File: src/hdl/bba_pkg.sv
`timescale 1ns / 1ps

package bba_pkg;

    // Request codes
    localparam logic REQ_ALLOC = 1'b0;
    localparam logic REQ_FREE  = 1'b1;

    typedef enum logic [1:0] {
        ST_OK        = 2'd0,
        ST_NO_SPACE  = 2'd1,
        ST_BAD_LEVEL = 2'd2,
        ST_NOT_ALLOC = 2'd3
    } status_t;

    typedef struct packed {
        logic       req_type;
        logic [2:0] want_level;
        logic [4:0] block_address;
    } req_t;

    typedef struct packed {
        status_t    status;
        logic [4:0] granted_address;
        logic [2:0] freed_level;
    } rsp_t;

    // One tree node as stored
    typedef struct packed {
        logic free;
        logic split;
    } node_t;

    localparam node_t NODE_CLEAN = '{free: 1'b1, split: 1'b0};
    localparam node_t NODE_USED  = '{free: 1'b0, split: 1'b0};
    localparam node_t NODE_SPLIT = '{free: 1'b1, split: 1'b1};

    typedef enum logic [2:0] {
        IDX_HOLD,
        IDX_DOWN_LEFT,
        IDX_DOWN_ADDR,
        IDX_UP,
        IDX_NEXT
    } idx_op_t;

    typedef enum logic {
        RD_NODE,
        RD_BUDDY
    } rd_sel_t;

    typedef enum logic [1:0] {
        WR_NODE,
        WR_PARENT,
        WR_CLEAR
    } wr_sel_t;

    typedef struct packed {
        logic    load;
        idx_op_t idx_op;
        logic    rd_en;
        rd_sel_t rd_sel;
        logic    wr_en;
        wr_sel_t wr_sel;
        node_t   wr_data;
        logic    clr_step;
        logic    grab_grant;
        logic    grab_level;
        logic    out_load;
        status_t out_status;
    } cmd_t;

    typedef struct packed {
        logic req_free;
        logic lvl_bad;
        logic addr_bad;
        logic rd_free;
        logic rd_split;
        logic at_target;
        logic at_leaf;
        logic is_root;
        logic is_odd;
        logic idx_zero;
        logic path_zero;
        logic clr_last;
    } sts_t;

    typedef enum logic [3:0] {
        S_CLEAR,
        S_IDLE,
        S_DISPATCH,
        S_A_READ,
        S_A_CHECK,
        S_A_ADV,
        S_A_COMMIT,
        S_A_SPLIT,
        S_F_SCAN,
        S_F_CHECK,
        S_M_READ,
        S_M_CHECK,
        S_RESULT
    } state_t;

endpackage

File: src/hdl/buddy_block_allocator.sv
`timescale 1ns / 1ps

// Binary buddy allocator over a tree of 2^(TREE_LEVELS+1)-1 nodes kept in a
// one-port node memory (free and split bit per node, heap order). After reset
// the block sweeps the memory once, one node per cycle, writing all
// 2^(TREE_LEVELS+1) entries (64 at the default) clean before in_ready first
// rises. One request is worked at a time; the result register lets the next
// request be taken while a result beat waits. Every node lookup is a read,
// whose data is registered, then a check of that data. An allocate runs a
// left-first search: it descends through free nodes above the wanted level,
// and advances past a used or split node by climbing out of right children
// and stepping to the next sibling. On success it marks the node used and
// every ancestor split. A free skips the levels where the address is not
// block-aligned, looks up the aligned levels until it finds the used node,
// then merges upward until it reaches the root or a buddy in use stops it.
// A request with a level that is too deep goes straight to the result.
module buddy_block_allocator #(
    parameter int TREE_LEVELS = 5
) (
    input  logic          clk,
    input  logic          rst_n,
    input  logic          in_valid,
    output logic          in_ready,
    input  bba_pkg::req_t in_data,
    output logic          out_valid,
    input  logic          out_ready,
    output bba_pkg::rsp_t out_data
);

    bba_pkg::cmd_t cmd;
    bba_pkg::sts_t sts;

    bba_ctrl u_ctrl (
        .clk       (clk),
        .rst_n     (rst_n),
        .in_valid  (in_valid),
        .in_ready  (in_ready),
        .out_valid (out_valid),
        .out_ready (out_ready),
        .sts       (sts),
        .cmd       (cmd)
    );

    bba_dp #(
        .TREE_LEVELS (TREE_LEVELS)
    ) u_dp (
        .clk      (clk),
        .rst_n    (rst_n),
        .in_data  (in_data),
        .cmd      (cmd),
        .sts      (sts),
        .out_data (out_data)
    );

endmodule

File: src/hdl/bba_dp.sv
`timescale 1ns / 1ps

module bba_dp #(
    parameter int TREE_LEVELS = 5
) (
    input  logic          clk,
    input  logic          rst_n,
    input  bba_pkg::req_t in_data,
    input  bba_pkg::cmd_t cmd,
    output bba_pkg::sts_t sts,
    output bba_pkg::rsp_t out_data
);

    localparam int NW    = TREE_LEVELS + 1;
    localparam int AW    = TREE_LEVELS;
    localparam int LW    = $clog2(TREE_LEVELS + 1);
    localparam int DEPTH = 2 ** NW;

    logic [NW-1:0]  idx_reg, idx_next;
    logic [LW-1:0]  lvl_reg, lvl_next;
    logic [LW-1:0]  tgt_reg;
    logic [AW-1:0]  path_reg, path_next;
    logic           req_free_reg;
    logic           lvl_bad_reg;
    logic           addr_bad_reg;
    logic [4:0]     grant_reg;
    logic [2:0]     freed_reg;
    logic [NW-1:0]  clr_reg;
    bba_pkg::node_t rd_data_reg;
    bba_pkg::rsp_t  out_reg;

    bba_pkg::node_t mem [0:DEPTH-1];

    logic [NW-1:0]  rd_addr;
    logic [NW-1:0]  wr_addr;
    logic [LW-1:0]  sh_amt;
    logic [NW-1:0]  idx_sh;
    logic [4:0]     grant_val;

    always_comb
    begin
        idx_next  = idx_reg;
        lvl_next  = lvl_reg;
        path_next = path_reg;
        case (cmd.idx_op)
            bba_pkg::IDX_DOWN_LEFT:
            begin
                idx_next = idx_reg << 1;
                lvl_next = lvl_reg + LW'(1);
            end
            bba_pkg::IDX_DOWN_ADDR:
            begin
                idx_next  = {idx_reg[NW-2:0], path_reg[AW-1]};
                path_next = path_reg << 1;
                lvl_next  = lvl_reg + LW'(1);
            end
            bba_pkg::IDX_UP:
            begin
                idx_next = idx_reg >> 1;
                lvl_next = lvl_reg - LW'(1);
            end
            bba_pkg::IDX_NEXT:
            begin
                idx_next = idx_reg + NW'(1);
            end
            default:
            begin
            end
        endcase
        if (cmd.load)
        begin
            idx_next  = NW'(1);
            lvl_next  = '0;
            path_next = AW'(in_data.block_address);
        end
    end

    // Node start address: push the leading one up to bit TREE_LEVELS
    assign sh_amt    = LW'(TREE_LEVELS) - lvl_reg;
    assign idx_sh    = idx_reg << sh_amt;
    assign grant_val = 5'(idx_sh[AW-1:0]);

    assign rd_addr = (cmd.rd_sel == bba_pkg::RD_BUDDY) ? (idx_reg ^ NW'(1)) : idx_reg;

    always_comb
    begin
        case (cmd.wr_sel)
            bba_pkg::WR_NODE:   wr_addr = idx_reg;
            bba_pkg::WR_PARENT: wr_addr = idx_reg >> 1;
            bba_pkg::WR_CLEAR:  wr_addr = clr_reg;
            default:            wr_addr = idx_reg;
        endcase
    end

    always_ff @(posedge clk or negedge rst_n)
    begin
        if (!rst_n)
        begin
            clr_reg <= '0;
        end
        else if (cmd.clr_step)
        begin
            clr_reg <= clr_reg + NW'(1);
        end
    end

    always_ff @(posedge clk)
    begin
        idx_reg  <= idx_next;
        lvl_reg  <= lvl_next;
        path_reg <= path_next;
        if (cmd.load)
        begin
            req_free_reg <= (in_data.req_type == bba_pkg::REQ_FREE);
            lvl_bad_reg  <= (32'(in_data.want_level) > TREE_LEVELS);
            addr_bad_reg <= ((32'(in_data.block_address) >> TREE_LEVELS) != 32'd0);
            tgt_reg      <= LW'(in_data.want_level);
            grant_reg    <= '0;
            freed_reg    <= '0;
        end
        else
        begin
            if (cmd.grab_grant)
            begin
                grant_reg <= grant_val;
            end
            if (cmd.grab_level)
            begin
                freed_reg <= 3'(lvl_reg);
            end
        end
        if (cmd.out_load)
        begin
            out_reg.status          <= cmd.out_status;
            out_reg.granted_address <= grant_reg;
            out_reg.freed_level     <= freed_reg;
        end
    end

    always_ff @(posedge clk)
    begin
        if (cmd.wr_en)
        begin
            mem[wr_addr] <= cmd.wr_data;
        end
        if (cmd.rd_en)
        begin
            rd_data_reg <= mem[rd_addr];
        end
    end

    assign sts.req_free  = req_free_reg;
    assign sts.lvl_bad   = lvl_bad_reg;
    assign sts.addr_bad  = addr_bad_reg;
    assign sts.rd_free   = rd_data_reg.free;
    assign sts.rd_split  = rd_data_reg.split;
    assign sts.at_target = (lvl_reg == tgt_reg);
    assign sts.at_leaf   = (lvl_reg == LW'(TREE_LEVELS));
    assign sts.is_root   = (idx_reg == NW'(1));
    assign sts.is_odd    = idx_reg[0];
    assign sts.idx_zero  = (idx_reg == '0);
    assign sts.path_zero = (path_reg == '0);
    assign sts.clr_last  = (clr_reg == {NW{1'b1}});

    assign out_data = out_reg;

endmodule

File: src/hdl/bba_ctrl.sv
`timescale 1ns / 1ps

module bba_ctrl (
    input  logic          clk,
    input  logic          rst_n,
    input  logic          in_valid,
    output logic          in_ready,
    output logic          out_valid,
    input  logic          out_ready,
    input  bba_pkg::sts_t sts,
    output bba_pkg::cmd_t cmd
);

    bba_pkg::state_t  state_reg, state_next;
    bba_pkg::status_t stat_reg, stat_next;
    logic             out_valid_reg, out_valid_next;
    logic             slot_free;

    assign slot_free = !out_valid_reg || out_ready;

    always_comb
    begin
        state_next = state_reg;
        case (state_reg)
            bba_pkg::S_CLEAR:
                if (sts.clr_last) state_next = bba_pkg::S_IDLE;
            bba_pkg::S_IDLE:
                if (in_valid) state_next = bba_pkg::S_DISPATCH;
            bba_pkg::S_DISPATCH:
            begin
                if (sts.req_free)
                    state_next = sts.addr_bad ? bba_pkg::S_RESULT : bba_pkg::S_F_SCAN;
                else
                    state_next = sts.lvl_bad ? bba_pkg::S_RESULT : bba_pkg::S_A_READ;
            end
            bba_pkg::S_A_READ:
                state_next = bba_pkg::S_A_CHECK;
            bba_pkg::S_A_CHECK:
            begin
                if (!sts.rd_free)
                    state_next = bba_pkg::S_A_ADV;
                else if (sts.at_target)
                    state_next = sts.rd_split ? bba_pkg::S_A_ADV : bba_pkg::S_A_COMMIT;
                else
                    state_next = bba_pkg::S_A_READ;
            end
            bba_pkg::S_A_ADV:
            begin
                if (sts.is_root)
                    state_next = bba_pkg::S_RESULT;
                else if (!sts.is_odd)
                    state_next = bba_pkg::S_A_READ;
            end
            bba_pkg::S_A_COMMIT:
                state_next = bba_pkg::S_A_SPLIT;
            bba_pkg::S_A_SPLIT:
                if (sts.idx_zero) state_next = bba_pkg::S_RESULT;
            bba_pkg::S_F_SCAN:
                if (sts.path_zero) state_next = bba_pkg::S_F_CHECK;
            bba_pkg::S_F_CHECK:
            begin
                if (!sts.rd_free)
                    state_next = bba_pkg::S_M_READ;
                else if (sts.at_leaf)
                    state_next = bba_pkg::S_RESULT;
                else
                    state_next = bba_pkg::S_F_SCAN;
            end
            bba_pkg::S_M_READ:
                state_next = sts.is_root ? bba_pkg::S_RESULT : bba_pkg::S_M_CHECK;
            bba_pkg::S_M_CHECK:
            begin
                if (sts.rd_free && !sts.rd_split)
                    state_next = bba_pkg::S_M_READ;
                else
                    state_next = bba_pkg::S_RESULT;
            end
            bba_pkg::S_RESULT:
                if (slot_free) state_next = bba_pkg::S_IDLE;
            default:
                state_next = bba_pkg::S_IDLE;
        endcase
    end

    always_comb
    begin
        cmd            = '0;
        in_ready       = 1'b0;
        stat_next      = stat_reg;
        out_valid_next = out_valid_reg;
        if (out_valid_reg && out_ready)
        begin
            out_valid_next = 1'b0;
        end
        case (state_reg)
            bba_pkg::S_CLEAR:
            begin
                cmd.wr_en    = 1'b1;
                cmd.wr_sel   = bba_pkg::WR_CLEAR;
                cmd.wr_data  = bba_pkg::NODE_CLEAN;
                cmd.clr_step = 1'b1;
            end
            bba_pkg::S_IDLE:
            begin
                in_ready = 1'b1;
                cmd.load = in_valid;
            end
            bba_pkg::S_DISPATCH:
            begin
                if (sts.req_free)
                    stat_next = sts.addr_bad ? bba_pkg::ST_NOT_ALLOC : bba_pkg::ST_OK;
                else
                    stat_next = sts.lvl_bad ? bba_pkg::ST_BAD_LEVEL : bba_pkg::ST_OK;
            end
            bba_pkg::S_A_READ:
            begin
                cmd.rd_en  = 1'b1;
                cmd.rd_sel = bba_pkg::RD_NODE;
            end
            bba_pkg::S_A_CHECK:
            begin
                // Descend through free nodes above the wanted level
                if (sts.rd_free && !sts.at_target)
                    cmd.idx_op = bba_pkg::IDX_DOWN_LEFT;
            end
            bba_pkg::S_A_ADV:
            begin
                // Climb out of right children, then step to the next sibling
                if (sts.is_root)
                    stat_next = bba_pkg::ST_NO_SPACE;
                else if (sts.is_odd)
                    cmd.idx_op = bba_pkg::IDX_UP;
                else
                    cmd.idx_op = bba_pkg::IDX_NEXT;
            end
            bba_pkg::S_A_COMMIT:
            begin
                cmd.wr_en      = 1'b1;
                cmd.wr_sel     = bba_pkg::WR_NODE;
                cmd.wr_data    = bba_pkg::NODE_USED;
                cmd.grab_grant = 1'b1;
                cmd.idx_op     = bba_pkg::IDX_UP;
            end
            bba_pkg::S_A_SPLIT:
            begin
                if (!sts.idx_zero)
                begin
                    cmd.wr_en   = 1'b1;
                    cmd.wr_sel  = bba_pkg::WR_NODE;
                    cmd.wr_data = bba_pkg::NODE_SPLIT;
                    cmd.idx_op  = bba_pkg::IDX_UP;
                end
            end
            bba_pkg::S_F_SCAN:
            begin
                // Only look at levels where the address is block-aligned
                if (sts.path_zero)
                begin
                    cmd.rd_en  = 1'b1;
                    cmd.rd_sel = bba_pkg::RD_NODE;
                end
                else
                begin
                    cmd.idx_op = bba_pkg::IDX_DOWN_ADDR;
                end
            end
            bba_pkg::S_F_CHECK:
            begin
                if (!sts.rd_free)
                begin
                    cmd.wr_en      = 1'b1;
                    cmd.wr_sel     = bba_pkg::WR_NODE;
                    cmd.wr_data    = bba_pkg::NODE_CLEAN;
                    cmd.grab_level = 1'b1;
                end
                else if (sts.at_leaf)
                begin
                    stat_next = bba_pkg::ST_NOT_ALLOC;
                end
                else
                begin
                    cmd.idx_op = bba_pkg::IDX_DOWN_ADDR;
                end
            end
            bba_pkg::S_M_READ:
            begin
                if (!sts.is_root)
                begin
                    cmd.rd_en  = 1'b1;
                    cmd.rd_sel = bba_pkg::RD_BUDDY;
                end
            end
            bba_pkg::S_M_CHECK:
            begin
                if (sts.rd_free && !sts.rd_split)
                begin
                    cmd.wr_en   = 1'b1;
                    cmd.wr_sel  = bba_pkg::WR_PARENT;
                    cmd.wr_data = bba_pkg::NODE_CLEAN;
                    cmd.idx_op  = bba_pkg::IDX_UP;
                end
            end
            bba_pkg::S_RESULT:
            begin
                cmd.out_status = stat_reg;
                if (slot_free)
                begin
                    cmd.out_load   = 1'b1;
                    out_valid_next = 1'b1;
                end
            end
            default:
            begin
            end
        endcase
    end

    always_ff @(posedge clk or negedge rst_n)
    begin
        if (!rst_n)
        begin
            state_reg     <= bba_pkg::S_CLEAR;
            stat_reg      <= bba_pkg::ST_OK;
            out_valid_reg <= 1'b0;
        end
        else
        begin
            state_reg     <= state_next;
            stat_reg      <= stat_next;
            out_valid_reg <= out_valid_next;
        end
    end

    assign out_valid = out_valid_reg;

endmodule

File: config.mk
export PLATFORM = sky130hd
export DESIGN_NAME = buddy_block_allocator
export DESIGN_NICKNAME = d
export VERILOG_FILES = /design/src/hdl/bba_pkg.sv /design/src/hdl/buddy_block_allocator.sv /design/src/hdl/bba_dp.sv /design/src/hdl/bba_ctrl.sv
export SDC_FILE = /design/constraint.sdc
export NUM_CORES = 1
export LEC_CHECK = 0
export ABC_AREA = 1
export BUFFER_PORTS_ARGS = -buffer_cell sky130_fd_sc_hd__buf_2
export CORE_UTILIZATION = 65
export DETAILED_ROUTE_END_ITERATION = 6
export PLACE_DENSITY = 0.93
export SLEW_MARGIN = 15
export SYNTH_ARGS = -nofsm -noshare
export SYNTH_HDL_FRONTEND = slang
export SYNTH_HIERARCHICAL = 1
export SYNTH_SLANG_ARGS = --single-unit
File: constraint.sdc
create_clock -name clk -period 10.2 [get_ports clk]
set_input_delay 3.06 -clock clk [delete_from_list [all_inputs] [get_ports clk]]
set_output_delay 3.06 -clock clk [all_outputs]
set_load 0.005 [all_outputs]
==> implementation parameters, run 1 <==
Parameter                              Value

Timing
  Rel. slew slack    37.2%
  Clk_skew    7.62 ps
  Final count of pins violating max slew    0
  Pin slew with the least headroom to its limit    939 ps
  RSZ-0062 raised after global routing    no
  Final hold violation count    0
  Total setup violations reported at the end of the flow    0
  Post-route worst setup slack    5610 ps
  Max Clock Freq    218 MHz
  Setup TNS after final layout    0 ps
  Shortest period the worst path allows    4590 ps
  Tcrit/Tclk final    45.0%

Global route
  All-layer global routing usage    29.4%
  Remaining Overflow, GRT    0
  Initial antenna violation count    0
  First-pass GRT wire length    32200 um
  Pin count of the biggest net entering global routing    66
  Vias in the first global route    6832

Synthesis
  Number of synthesized flops with an enable pin    150
  Number of standard cells after synthesis    1027
  Yosys Warn Count    6
  Most repeated cell in the gate-level netlist after synthesis    nand2_1
  Leading post-synthesis cells by instance count    264 x nand2_1, 164 x inv_1, 150 x edfxtp_1, 135 x nand3_1, 110 x nor2_1
  Synth unique cells    43
  Leading area contributor after synthesis    edfxtp_1
  Post-synthesis sequential area ratio    56.9%
  Top-area cell type share of the netlist area    49.6%
  Post-synthesis net count    1052
  Synth async-reset ratio    7.22%
  Cell types occupying the most area after synthesis    edfxtp_1 50%, nand2_1 11%, nand3_1 7.4%
  Area of the mapped netlist    9080 sq um
  Synth Flop Type    edfxtp_1
  Synth Register Bits    180
  Average size of a mapped cell    8.84 sq um

Power
  Net Sw Frac    41.1%
  Relative contribution of the clock network to total power    23.9%
  Register share of total power    38.6%
  Max IR drop VDD    241 uV
  Cell-internal power    1.61 mW
  Switching power of the nets    1.12 mW
  Logic pwr share    37.5%
  Total power divided by cell area    278 nW/um^2
  Static power due to leakage    4.28 nW

Drt
  Routed wire per std cell    16.4 um
  Violation count after the first detailed-route iteration    938
  Detailed-routing iteration count for the pre-antenna-repair pass    7
  Number of antenna-violating nets in the routed design    0
  Drt drc    6
  Total wirelength of the detailed-routed design    20100 um
  Post-detailed-route via-to-cell ratio    5.78
  Via Count    7088

Final layout
  Register name with the most flops    u_dp/mem
  Non-Filler Instances    1227
  Max FFs per register    128
  Antenna fix cells    0
  Signed area change from the synthesized netlist to the final layout    8.05%
  Fraction of final layout cells with drive strength greater than 1    8.37%
  Final layout net count    1063

CTS
  Post-CTS Hold Fix Bufs    0
  Post-CTS Setup Bufs    0
  Max Root-Sink Buffers    2
  Resize count post-CTS    0
  Clock tree from TritonCTS    yes
  Number of buffers inserted during clock tree synthesis    17
  Clock transition at the registers of the reported paths    70 ps
  Number of sinks driven by the clock tree    180
  H-tree levels    4
  Root buffer cell    clkbuf_16
  Clock insertion delay at the later pin of the skew report    430 ps

Placement
  Post-Place Setup Slack    5820 ps
  Placed wire-length estimate after detailed placement    12300 um
  Placed cell count    1195
  Count of port buffers added during placement    24
  Placer's final routability congestion estimate    0.928

Floorplanning
  Die Y-Extent    120 um
  Die Footprint    14400 sq um
  Area of the core    13500 sq um
  Site row count    42
  Count of boundary I/O pins    25
  Die span in x    120 um
  Initial Utilization    67.5%

Status
  Violations in the final reports    design-rule violations
  Outcome    complete, but fails checks

Setup path
  Launching instance or port of the critical path    u_ctrl/state_reg[2]
  Delay of the slowest critical-path stage    410 ps
  Worst EP arrival    1530 ps
  Element type at the critical path start    register
  Maximum net fanout on the critical path    5
  Slowest cell on crit path    dfrtp_1
  Path type of the worst setup path    reg -> out
  RR Startpoint    u_dp/idx_reg[2]
  Cell type with the highest occurrence count on the critical path    inv_1
  Critical Path End Type    output port
  Series of cell instances along the critical path    inv_1 -> ha_1 -> nand3_2 -> inv_1 -> buf_2
  Required time of the critical path    7140 ps

Job
  Number of max-capacitance violations reported    0

Worst hold path
  Worst Min Path Start    u_dp/freed_reg[2]
  Hold/Removal Path Class    reg -> reg
through the flow:
step	power, mW	cell area [sq um]	utilization, %	hold slack (ps)
floorplan	1.79	9080	-	403
CTS	2.70	9810	72.9	440
global route	2.86	9810	72.9	458
global placement	2.01	9230	68.6	414
finish	2.72	9810	72.9	440
detailed placement	2.04	9230	68.6	419
cell families (layout without fill, tap and decap cells):
group | count (synthesis) | in the layout | share of synthesized area, %
other | 1 | 1 | 0.0413
AND/OR/NAND/NOR | 542 | 542 | 25.9
buffers and inverters | 209 | 233 | 9.69
XOR/XNOR | 10 | 10 | 0.965
flip-flops | 180 | 180 | 56.9
adder cells (fa/ha/maj) | 12 | 12 | 1.74
AO/OA/AOI/OAI | 73 | 73 | 4.74
critical path, delay by kind of cell (launching register included):
family | cells | cell delay [ps]
flip-flops | 1 | 410
buffers and inverters | 3 | 280
AND/OR/NAND/NOR | 1 | 150
adder cells (fa/ha/maj) | 1 | 260
metal layers:
metal / global-route usage [%] / wire length [um] / vias to the layer above
met1: 35.0 / 7550 / 3307
met4: 12.5 / 385 / 0
met3: 5.52 / 1790 / 39
li1: - / - / 3335
met5: 0 / 0 / -
met2: 52.1 / 10400 / 407
power by group through the flow:
stage	Combinational [mW]	Sequential [mW]	Clock, mW
2_1_floorplan	0.752	1.03	0
3_3_place_gp	0.950	1.06	0
3_5_place_dp	0.973	1.07	0
4_1_cts	0.994	1.05	0.654
5_1_grt	1.12	1.06	0.681
6_report	1.02	1.05	0.650
layout by cell type (no fill, tap or decap), types with 3 or more instances in the layout:
cell       netlist  final
nand2_1        264    264
o211ai_1         7      7
inv_1          164    164
o21ai_2          3      3
dfxtp_1         17     17
nand3b_1         5      5
o21ai_0         23     23
buf_4            8      5
nand3_2          3      4
nand2_2          3      3
inv_2            6      6
nand4_1          6      6
buf_2           14     24
o21ai_1          4      4
edfxtp_1       150    150
dfrtp_1         13     13
ha_1            11     11
nor3_1           3      3
o22ai_1          4      4
nor2_1         110    110
nand3_1        135    134
clkbuf_16        0     17
nor2_2           5      5
clkbuf_1         6      3
xor2_1          10     10
a21oi_1         23     23
inv_6            0      3
path summary, 6_finish.rpt:
path	to	slack [ps]	cells past startpoint
setup / recovery	in_ready	5610	5
hold / removal	u_dp/out_data[2]	440	0
setup reg to reg	u_dp/sts[7]	5960	19
hold reg to reg	u_dp/out_data[2]	440	0
max in group asynchronous	u_dp/clr_reg[1]	7450	1
min in group asynchronous	u_ctrl/out_valid	2510	1
area by class of cell:
| cell class | count | area (sq um) |
|---|---|---|
| flip-flops and latches | 180 | 5170 |
| clock buffers | 20 | 437 |
| multi-input cells | 638 | 3040 |
| fillers | 920 | 3640 |
| inverters | 172 | 648 |
| well taps | 176 | 220 |
| repair buffers | 29 | 158 |
| clock inverters | 12 | 143 |
Note: power is estimated with default switching activity, not from simulation.
==> run 2, diff against run 1 <==
Settings changed: CORE_UTILIZATION 65 to 57, PLACE_DENSITY 0.93 to 0.87.
Clock period 10.2 ns to 4 ns, I/O delays scaled along.
==> run 2 against run 1 <==
The run still ends with design-rule violations left. Via count is 1.1% lower. Clock power grew to 2.5 times the previous value. Final cell count rose by 3.5%. Register-to-register slack got worse by 5500 ps. Sequential share of layout area is 0.51 points lower. Flip-flop and latch count is the same. Design area grew 0.98%. Non-clock buffer count grew 8. Total power grew to 2.5 times the previous value. Clock skew is essentially flat. Core utilization down 8.5 points. Critical endpoint is now u_dp/mem[58][0].
==> implementation parameters, run 2 (synthesis gave the netlist of run 1 again) <==
Parameter                              Value

Setup path
  Element type at the critical path start    register
  Worst EP arrival    3650 ps
  Critical Path End Type    register
  Series of cell instances along the critical path    inv_1 -> ha_1 -> inv_1 -> nor2_1 -> nand2_1 -> inv_1 -> inv_1 -> ha_1 -> clkinv_1 -> o21ai_0 -> inv_1 -> nor2_1 -> nand2_1 -> nor2_1
  Path type of the worst setup path    reg -> reg
  Maximum net fanout on the critical path    10
  Cell type with the highest occurrence count on the critical path    inv_1
  Delay of the slowest critical-path stage    410 ps
  Slack of the worst reg-to-reg path    490 ps
  Slowest cell on crit path    dfrtp_1
  Required time of the critical path    4140 ps

CTS
  Resize count post-CTS    0
  H-tree levels    4
  Root buffer cell    clkbuf_16
  Max Root-Sink Buffers    2
  Clock transition at the registers of the reported paths    70 ps
  Post-CTS Hold Fix Bufs    0
  Clock insertion delay at the later pin of the skew report    450 ps
  Clock tree from TritonCTS    yes
  Post-CTS Setup Bufs    0
  Number of buffers inserted during clock tree synthesis    17
  Number of sinks driven by the clock tree    180

Global route
  Initial antenna violation count    0
  First-pass GRT wire length    32600 um
  All-layer global routing usage    26.3%
  Vias in the first global route    6936
  Remaining Overflow, GRT    0
  Pin count of the biggest net entering global routing    65

Drt
  Routed wire per std cell    15.8 um
  Via Count    7007
  Violation count after the first detailed-route iteration    686
  Number of antenna-violating nets in the routed design    0
  Total wirelength of the detailed-routed design    20100 um
  Post-detailed-route via-to-cell ratio    5.52
  Detailed-routing iteration count for the pre-antenna-repair pass    7
  Drt drc    3

Job
  Number of max-capacitance violations reported    0

Power
  Total power divided by cell area    700 nW/um^2
  Switching power of the nets    2.87 mW
  Register share of total power    37.9%
  Logic pwr share    38.7%
  Static power due to leakage    4.32 nW
  Relative contribution of the clock network to total power    23.5%
  Max IR drop VDD    421 uV
  Cell-internal power    4.07 mW
  Net Sw Frac    41.4%

Timing
  Rel. slew slack    46.7%
  Final hold violation count    0
  RSZ-0062 raised after global routing    no
  Clk_skew    8.01 ps
  Total setup violations reported at the end of the flow    0
  Pin slew with the least headroom to its limit    796 ps
  Max Clock Freq    285 MHz
  Tcrit/Tclk final    87.8%
  Setup TNS after final layout    0 ps
  Shortest period the worst path allows    3510 ps
  Final count of pins violating max slew    0

Worst hold path
  Hold/Removal Path Class    reg -> reg

Status
  Violations in the final reports    design-rule violations
  Outcome    complete, but fails checks

Placement
  Placed wire-length estimate after detailed placement    12900 um
  Placer's final routability congestion estimate    0.906
  Count of port buffers added during placement    24

Floorplanning
  Die Y-Extent    128 um
  Initial Utilization    59.1%
  Die Footprint    16400 sq um
  Die span in x    128 um
  Area of the core    15400 sq um
  Site row count    45
  Count of boundary I/O pins    25

Final layout
  Max FFs per register    128
  Final layout net count    1071
  Most common library cell in the layout ignoring fill and taps    nand2_1
  Antenna fix cells    0
  Final cell utilization of the core    64.5%
  Signed area change from the synthesized netlist to the final layout    9.11%
  Commonest cells after routing, fill and taps aside    264 x nand2_1, 164 x inv_1, 150 x edfxtp_1, 134 x nand3_1, 110 x nor2_1
  FILL cells    1224
  Register name with the most flops    u_dp/mem
  Fraction of final layout cells with drive strength greater than 1    9.16%
run 2: worst paths after layout:
kind / from / endpoint / cells after the start
setup / recovery: u_ctrl/state_reg[2] / u_dp/mem[58][0] / 14
hold / removal: u_dp/freed_reg[1] / u_dp/out_data[1] / 0
setup reg to reg: u_ctrl/state_reg[2] / u_dp/mem[58][0] / 14
hold reg to reg: u_dp/freed_reg[1] / u_dp/out_data[1] / 0
max in group asynchronous: rst_n / u_ctrl/stat_reg[0] / 1
min in group asynchronous: rst_n / u_dp/clr_reg[1] / 1
run 2: power groups by stage:
stage / sequential (mW) / combinational (mW) / clock (mW)
after floorplan: 2.64 / 1.92 / 0
after global placement: 2.65 / 2.53 / 0
after detailed placement: 2.66 / 2.61 / 0
after CTS: 2.63 / 2.65 / 1.65
after global routing: 2.65 / 2.95 / 1.74
final: 2.63 / 2.68 / 1.63
run 2: per-layer routing:
metal / vias up / wire, um / global-route usage [%]
li1: 3362 / - / -
met1: 3207 / 7360 / 29.8
met2: 359 / 10000 / 45.2
met3: 79 / 1720 / 5.76
met4: 0 / 958 / 16.3
met5: - / 0 / 0
run 2: layout make-up:
| cell class | count | area (sq um) | area share, % |
|---|---|---|---|
| flip-flops and latches | 180 | 5170 | 52.2 |
| multi-input cells | 638 | 3040 | 30.6 |
| inverters | 172 | 648 | 6.54 |
| clock buffers | 18 | 429 | 4.33 |
| well taps | 211 | 264 | 2.66 |
| repair buffers | 37 | 218 | 2.20 |
| clock inverters | 14 | 143 | 1.44 |
run 2: stage by stage:
| stage | hold slack [ps] | std cells | cell area [sq um] | setup WS, ps | power, mW |
|---|---|---|---|---|---|
| 2_1_floorplan | 403 | 1027 | 9080 | 510 | 4.56 |
| 3_3_place_gp | 410 | 1238 | 9340 | 689 | 5.18 |
| 3_5_place_dp | 412 | 1238 | 9340 | 594 | 5.27 |
| 4_1_cts | 425 | 1270 | 9910 | 530 | 6.93 |
| 5_1_grt | 445 | 1270 | 9910 | 187 | 7.34 |
| 6_report | 426 | 1270 | 9910 | 489 | 6.94 |
run 2: worst max-delay path, delay by kind of cell, from the launching register on:
family | cells | cell delay, ps
buf+inv | 6 | 820
compound gates | 1 | 380
flops | 1 | 410
simple gates | 5 | 920
fa+ha+maj | 2 | 680
